**src/sv/gfso_pkg.sv**
```systemverilog
package gfso_pkg;

    // Pin and field widths
    localparam int PIN_COUNT = 54;
    localparam int PIN_W     = 6;
    localparam int FN_W      = 3;
    localparam int MODE_W    = 3;

    typedef logic [PIN_COUNT-1:0] t_pins;
    typedef logic [PIN_W-1:0]     t_pin;
    typedef logic [FN_W-1:0]      t_fn;

    // Function code that makes a pin an output
    localparam t_fn FN_OUTPUT = t_fn'(1);

    // Output levels after reset: low 32 pins high
    localparam t_pins LEVELS_AT_RESET = t_pins'(64'h0000_0000_FFFF_FFFF);

    typedef enum logic [MODE_W-1:0] {
        MODE_SET_FN   = 3'd0,
        MODE_GET_FN   = 3'd1,
        MODE_DRIVE    = 3'd2,
        MODE_READ_OUT = 3'd3,
        MODE_CHECK    = 3'd4
    } t_mode;

    // One request as held in the input stage
    typedef struct packed {
        logic [MODE_W-1:0] mode;
        t_pin              pin;
        t_fn               code;
        logic              level;
    } t_item;

    // One result
    typedef struct packed {
        logic ok;
        t_fn  fn_read;
        logic fn_valid;
        logic pin_value;
        logic changed;
    } t_result;

    // Function store write port
    typedef struct packed {
        logic en;
        t_pin addr;
        t_fn  code;
    } t_fn_wr;

endpackage

```
**src/sv/gfso_fn_store.sv**
```systemverilog
module gfso_fn_store
    import gfso_pkg::*;
(
    input  logic   i_clk,
    input  logic   i_rst_n,
    input  t_fn_wr i_wr,
    input  logic   i_rd_en,
    input  t_pin   i_rd_addr,
    output t_fn    o_rd_code
);

    logic [FN_W-1:0]      r_mem [PIN_COUNT];
    logic [PIN_COUNT-1:0] r_vld;
    t_fn                  r_rd_code;
    logic                 rd_in_range;
    logic                 rd_fwd;

    assign rd_in_range = i_rd_addr < PIN_W'(PIN_COUNT);
    assign rd_fwd      = i_wr.en && (i_wr.addr == i_rd_addr);

    // Write one entry and mark it valid
    always_ff @(posedge i_clk) begin
        if (i_wr.en) begin
            r_mem[i_wr.addr] <= i_wr.code;
        end
    end

    always_ff @(posedge i_clk) begin
        if (!i_rst_n) begin
            r_vld <= '0;
        end else if (i_wr.en) begin
            r_vld[i_wr.addr] <= 1'b1;
        end
    end

    // Registered read; forward a write to the same pin in the same cycle
    always_ff @(posedge i_clk) begin
        if (i_rd_en) begin
            if (rd_fwd) begin
                r_rd_code <= i_wr.code;
            end else if (rd_in_range && r_vld[i_rd_addr]) begin
                r_rd_code <= r_mem[i_rd_addr];
            end else begin
                r_rd_code <= '0;
            end
        end
    end

    assign o_rd_code = r_rd_code;

    a_wr_in_range: assert property (@(posedge i_clk) disable iff (!i_rst_n)
        i_wr.en |-> (i_wr.addr < PIN_W'(PIN_COUNT)))
        else $error("function store write outside pin range");

endmodule

```
**src/sv/gfso_core.sv**
```systemverilog
module gfso_core
    import gfso_pkg::*;
(
    input  logic    i_clk,
    input  logic    i_rst_n,
    input  logic    i_fire,
    input  t_item   i_item,
    input  t_fn     i_rd_code,
    output t_result o_result,
    output t_fn_wr  o_wr
);

    t_pins   r_mask, n_mask;
    t_pins   r_levels, n_levels;
    t_pins   r_last, n_last;
    t_result res;
    t_fn_wr  wr;
    logic    pin_ok;
    t_pins   pin_bit;

    assign pin_ok  = i_item.pin < PIN_W'(PIN_COUNT);
    assign pin_bit = t_pins'(1) << i_item.pin;

    // Decode the mode, form the result and the next state
    always_comb begin
        res      = '0;
        wr       = '0;
        n_mask   = r_mask;
        n_levels = r_levels;
        n_last   = r_last;
        wr.addr  = i_item.pin;
        wr.code  = i_item.code;
        unique case (i_item.mode)
            MODE_SET_FN: begin
                if (pin_ok) begin
                    res.ok = 1'b1;
                    wr.en  = i_fire;
                    if (i_item.code == FN_OUTPUT) begin
                        n_mask = r_mask | pin_bit;
                    end else begin
                        n_mask = r_mask & ~pin_bit;
                    end
                end
            end
            MODE_GET_FN: begin
                if (pin_ok) begin
                    res.ok       = 1'b1;
                    res.fn_valid = 1'b1;
                    res.fn_read  = i_rd_code;
                end
            end
            MODE_DRIVE: begin
                if (pin_ok) begin
                    res.ok = 1'b1;
                    if (i_item.level) begin
                        n_levels = r_levels | pin_bit;
                    end else begin
                        n_levels = r_levels & ~pin_bit;
                    end
                end
            end
            MODE_READ_OUT: begin
                res.pin_value = 1'b1;
                if (pin_ok) begin
                    res.ok = 1'b1;
                    // Mask bit mirrors "function is output"
                    if (r_mask[i_item.pin]) begin
                        res.pin_value = r_levels[i_item.pin];
                    end
                end
            end
            MODE_CHECK: begin
                res.changed = (r_mask & r_levels) != (r_mask & r_last);
                n_last      = r_levels;
            end
            default: begin
            end
        endcase
    end

    // Commit state when the item leaves the input stage
    always_ff @(posedge i_clk) begin
        if (!i_rst_n) begin
            r_mask   <= '0;
            r_levels <= LEVELS_AT_RESET;
            r_last   <= LEVELS_AT_RESET;
        end else if (i_fire) begin
            r_mask   <= n_mask;
            r_levels <= n_levels;
            r_last   <= n_last;
        end
    end

    assign o_result = res;
    assign o_wr     = wr;

    a_snapshot: assert property (@(posedge i_clk) disable iff (!i_rst_n)
        (i_fire && i_item.mode == MODE_CHECK) |=> (r_last == $past(r_levels)))
        else $error("snapshot did not take the output levels");

endmodule

```
**src/sv/gpio_function_select_and_output.sv**
```systemverilog
// Path from input transfer to result valid: input stage, then result register.
// Throughput: one item per cycle while results are taken; the function store has one
// registered read port, read as the item enters, with a same-pin write forwarded from the input stage.
// Reset (i_rst_n low, synchronous): function codes read 0, output mask clears,
// output levels and snapshot take the low 32 pins high; both stages empty.
module gpio_function_select_and_output
    import gfso_pkg::*;
(
    input  logic             i_clk,
    input  logic             i_rst_n,
    input  logic             i_valid,
    output logic             o_ready,
    input  logic [MODE_W-1:0] i_mode,
    input  logic [PIN_W-1:0] i_pin,
    input  logic [FN_W-1:0]  i_function_code,
    input  logic             i_level,
    output logic             o_valid,
    input  logic             i_ready,
    output logic             o_ok,
    output logic [FN_W-1:0]  o_function_read,
    output logic             o_function_valid,
    output logic             o_pin_value,
    output logic             o_changed
);

    logic    r_s1_vld;
    t_item   r_s1;
    logic    r_out_vld;
    t_result r_out;
    logic    s1_fire;
    logic    in_xfer;
    t_fn     rd_code;
    t_result result;
    t_fn_wr  wr;

    assign s1_fire = r_s1_vld && (!r_out_vld || i_ready);
    assign o_ready = !r_s1_vld || s1_fire;
    assign in_xfer = i_valid && o_ready;

    gfso_fn_store u_fn_store (
        .i_clk     (i_clk),
        .i_rst_n   (i_rst_n),
        .i_wr      (wr),
        .i_rd_en   (in_xfer),
        .i_rd_addr (i_pin),
        .o_rd_code (rd_code)
    );

    gfso_core u_core (
        .i_clk     (i_clk),
        .i_rst_n   (i_rst_n),
        .i_fire    (s1_fire),
        .i_item    (r_s1),
        .i_rd_code (rd_code),
        .o_result  (result),
        .o_wr      (wr)
    );

    // Input stage: capture a transfer, drop it once it moves on
    always_ff @(posedge i_clk) begin
        if (!i_rst_n) begin
            r_s1_vld <= 1'b0;
        end else if (o_ready) begin
            r_s1_vld <= i_valid;
        end
    end

    always_ff @(posedge i_clk) begin
        if (in_xfer) begin
            r_s1.mode  <= i_mode;
            r_s1.pin   <= i_pin;
            r_s1.code  <= i_function_code;
            r_s1.level <= i_level;
        end
    end

    // Result register: hold until taken
    always_ff @(posedge i_clk) begin
        if (!i_rst_n) begin
            r_out_vld <= 1'b0;
        end else if (s1_fire) begin
            r_out_vld <= 1'b1;
        end else if (i_ready) begin
            r_out_vld <= 1'b0;
        end
    end

    always_ff @(posedge i_clk) begin
        if (s1_fire) begin
            r_out <= result;
        end
    end

    assign o_valid          = r_out_vld;
    assign o_ok             = r_out.ok;
    assign o_function_read  = r_out.fn_read;
    assign o_function_valid = r_out.fn_valid;
    assign o_pin_value      = r_out.pin_value;
    assign o_changed        = r_out.changed;

    a_fn_valid_ok: assert property (@(posedge i_clk) disable iff (!i_rst_n)
        (o_valid && o_function_valid) |-> o_ok)
        else $error("function read valid without ok");

    a_changed_no_ok: assert property (@(posedge i_clk) disable iff (!i_rst_n)
        (o_valid && o_changed) |-> (!o_ok && !o_function_valid))
        else $error("change flag mixed with pin result");

    a_fn_read_valid: assert property (@(posedge i_clk) disable iff (!i_rst_n)
        (o_valid && o_function_read != '0) |-> o_function_valid)
        else $error("function code returned without valid");

endmodule
```
**config.mk**
```make
export PLATFORM = sky130hd
export DESIGN_NAME = gpio_function_select_and_output
export DESIGN_NICKNAME = d
export VERILOG_FILES = /design/src/sv/gfso_pkg.sv /design/src/sv/gfso_fn_store.sv /design/src/sv/gfso_core.sv /design/src/sv/gpio_function_select_and_output.sv
export SDC_FILE = /design/constraint.sdc
export NUM_CORES = 1
export LEC_CHECK = 0
export ABC_AREA = 1
export BUFFER_PORTS_ARGS = -buffer_cell sky130_fd_sc_hd__buf_4
export CORE_UTILIZATION = 53
export CTS_CLUSTER_SIZE = 10
export DETAILED_ROUTE_END_ITERATION = 16
export PLACE_DENSITY = 0.8
export RECOVER_POWER = 50
export SYNTH_ARGS = -nofsm -noshare
export SYNTH_HDL_FRONTEND = slang
export SYNTH_SLANG_ARGS = --single-unit
```
**constraint.sdc**
```tcl
create_clock -name i_clk -period 2.1 [get_ports i_clk]
set_input_delay 0.63 -clock i_clk [delete_from_list [all_inputs] [get_ports i_clk]]
set_output_delay 0.63 -clock i_clk [all_outputs]
set_load 0.005 [all_outputs]
```
==> flow_metrics.tcl <==
set metrics [dict create \
    whs_ns 0.274 \
    synthTopCellsByArea "edfxtp_1 30%, dfxtp_1 24%, nand2_1 10%" \
    gr-usage-all-layers_pct 29.6 \
    cp_slowest_cell "edfxtp_1" \
    synth_top_area_cell "edfxtp_1" \
    path_clk_slew_ns 0.06 \
    worstPathArrival_ns 2.42 \
    relSlewSlack_pct 18.0 \
    hold_path_class "input pin to register" \
    core_um2 33800 \
    first_pass_iters 6 \
    r2r-start "r_s1[5]$_DFFE_PP_" \
    syn_to_final_growth_pct 19.0 \
    grt_overflow 0 \
    dp.cells 2628 \
    cellLeakagePower_nw 9.10 \
    timing.final.crit_period_ns 2.17 \
    synth_cell_types 41 \
    critPathBufInv 3 \
    dieArea_um2 35400 \
    final_cells 2733 \
    antenna_cells 0 \
    drt_iter0_markers 2222 \
    drive_above_1_share_pct 16.5 \
    maxSlewViolCount 0 \
    fin_worst_skew_ns 0.0122 \
    synth_top_area_share_pct 30.2 \
    endpoint_kind "register" \
    cts-hold-fix-buffers 0 \
    cpPeakStageDelay_ns 0.45 \
    violations "negative setup slack" \
    layout.nets 2270 \
    clock_sinks 403 \
    yosysSeqAreaShare_pct 54.0 \
    crit_start "r_s1[5]$_DFFE_PP_" \
    avgViaCountPerCell 6.02 \
    worstSkewPairLatency_ns 0.55 \
    fmax_mhz 462 \
    cap_violations 0 \
    setup_viol_count_final 70 \
    worstSetupPathType "register to register" \
    grt_antenna_before_repair 0 \
    worstMarginPinSlew_ns 1.23 \
    wirelength_um 54700 \
    wire_per_inst_um 20.0 \
    min_from "i_mode[2]" \
    tritoncts "done" \
    p_per_area_nw_per_um2 769 \
    cp-start-kind "register" \
    power_w 0.0168 \
    dp_hpwl_um 34500 \
    status "finished, violations left" \
    drc 0 \
    grt_pass1_vias 15056 \
    path_max_fanout 7 \
    start_util_pct 54.4 \
    synth-edff-count 185 \
    antenna_left 0 \
    avgSynthCellArea_um2 8.67 \
    dp_worst_setup_slack_ns -0.180 \
    final_cell_area_um2 21900 \
    fp-row-count 67 \
    ys_ff_latch 403 \
    syn_inst 2118 \
    die_h_um 188 \
    h-tree-depth 2 \
    portBuffers 25 \
    grt_pass1_wl_um 82700 \
    placement.cell_area_um2 20200 \
    ys_warn_count 0 \
    routabilityCongestion 0.946 \
    peakVddDrop_mv 0.538 \
    cts_buffer_depth 3 \
    worstPathRequired_ns 2.36 \
    numCtsBuffers 46 \
    crit_path_frequent_cell "nand2_2" \
    root_buffer "clkbuf_16" \
    synthFlopType "dfxtp_1" \
    grt_max_degree 74 \
    worst_slack_ns -0.0652 \
    timing.final.crit_share_pct 103 \
    die_w_um 188 \
    cp_cell_sequence "nand2_2 > nand2_2 > nand2_4 > nand2_2 > inv_4 > nand3_4 > buf_12 > nor3_4 > buf_4" \
    hold_viol 0 \
    vias 16455 \
    synthArstFlopShare_pct 0 \
    ios 26 \
    cp_top_family "simple AND/OR/NAND/NOR gates" \
    syn_nets 2135 \
    syn_area_um2 18400 \
]
## through the flow
stage / util [%] / TNS [ns]
floorplan: - / 0
global placement: 59.7 / -6.02
finish: 64.7 / -1.65
CTS: 63.9 / 0
detailed placement: 59.7 / -11.78
global route: 64.7 / -2.92
## timing repair
| action | in CTS | in global routing |
|---|---|---|
| setup buffers | 7 | 15 |
| cloned | 0 | 3 |
| endpoints found under the setup margin | 217 | 112 |
| pin swaps | 6 | 12 |
| gates resized for setup | 6 | 40 |
## synth_stat cells (all sizes together), types with 2 or more instances
library cell	number
edfxtp	185
a21o	3
nand2	509
a21oi	183
clkinv	3
nor2	105
buf	42
o21a	54
nand3	246
dfxtp	218
o21ai	195
nor3	62
o22ai	8
a21boi	5
or2	18
o211ai	7
xor2	2
nand4	20
inv	167
nand3b	5
clkbuf	74
## worst paths after layout
kind / cells past startpoint / to / slack [ns]
worst max-delay path: 9 / u_fn_store.r_mem[1][0]$_DFFE_PP_ / -0.07
worst min-delay path: 1 / r_s1[12]$_DFFE_PP_ / 0.27
worst max register to register: 9 / u_fn_store.r_mem[1][0]$_DFFE_PP_ / -0.07
worst min register to register: 1 / u_fn_store.r_vld[27]$_SDFFE_PN0N_ / 0.46
## placed cells by master (no fill, tap or decap), types with 2 or more instances in the layout
cell type / n
a21o_1: 3
o21a_1: 54
nand2_4: 2
or2_2: 18
dfxtp_1: 218
o211ai_1: 7
clkbuf_16: 48
nor2_1: 83
o22ai_1: 8
buf_4: 136
nor2_4: 6
clkbuf_1: 37
a21oi_1: 182
nor2_2: 16
nor3_2: 3
a21boi_0: 5
nand3_1: 245
inv_2: 20
edfxtp_1: 185
o21ai_0: 143
clkbuf_2: 5
nand3b_1: 5
nand4_1: 20
clkinv_1: 4
buf_6: 8
buf_12: 38
nor3_1: 10
nand2_2: 9
inv_1: 141
o21ai_1: 52
clkbuf_4: 7
nand2_1: 497
nor3_4: 49
xor2_1: 2
inv_4: 5
## power breakdown
part           switching, W  internal [W]
clock network       0.00311       0.00413
logic              0.000881      0.000375
registers         0.0000378       0.00827
total               0.00403        0.0128
## metal layers
layer	GRT usage [%]	wire length [um]	vias up
li1	-	-	7497
met1	41.3	21100	7712
met2	46.6	24900	1050
met3	4.60	6190	196
met4	10.7	2500	0
met5	0	0	-
## cell type report
class	count	area (um2)
Fill cell	2560	11900
Sequential cell	403	9920
Multi-Input combinational cell	1430	7400
Timing Repair Buffer	202	2020
Clock buffer	78	1280
Inverter	170	651
Tap cell	448	561
Clock inverter	2	36.3
## kinds of logic after synthesis
family / share of synthesized area (%)
flops: 54.0
xor+xnor: 0.143
simple gates: 26.0
compound gates: 13.6
buf+inv: 6.25
No activity file was read; power rests on OpenSTA's default activity.
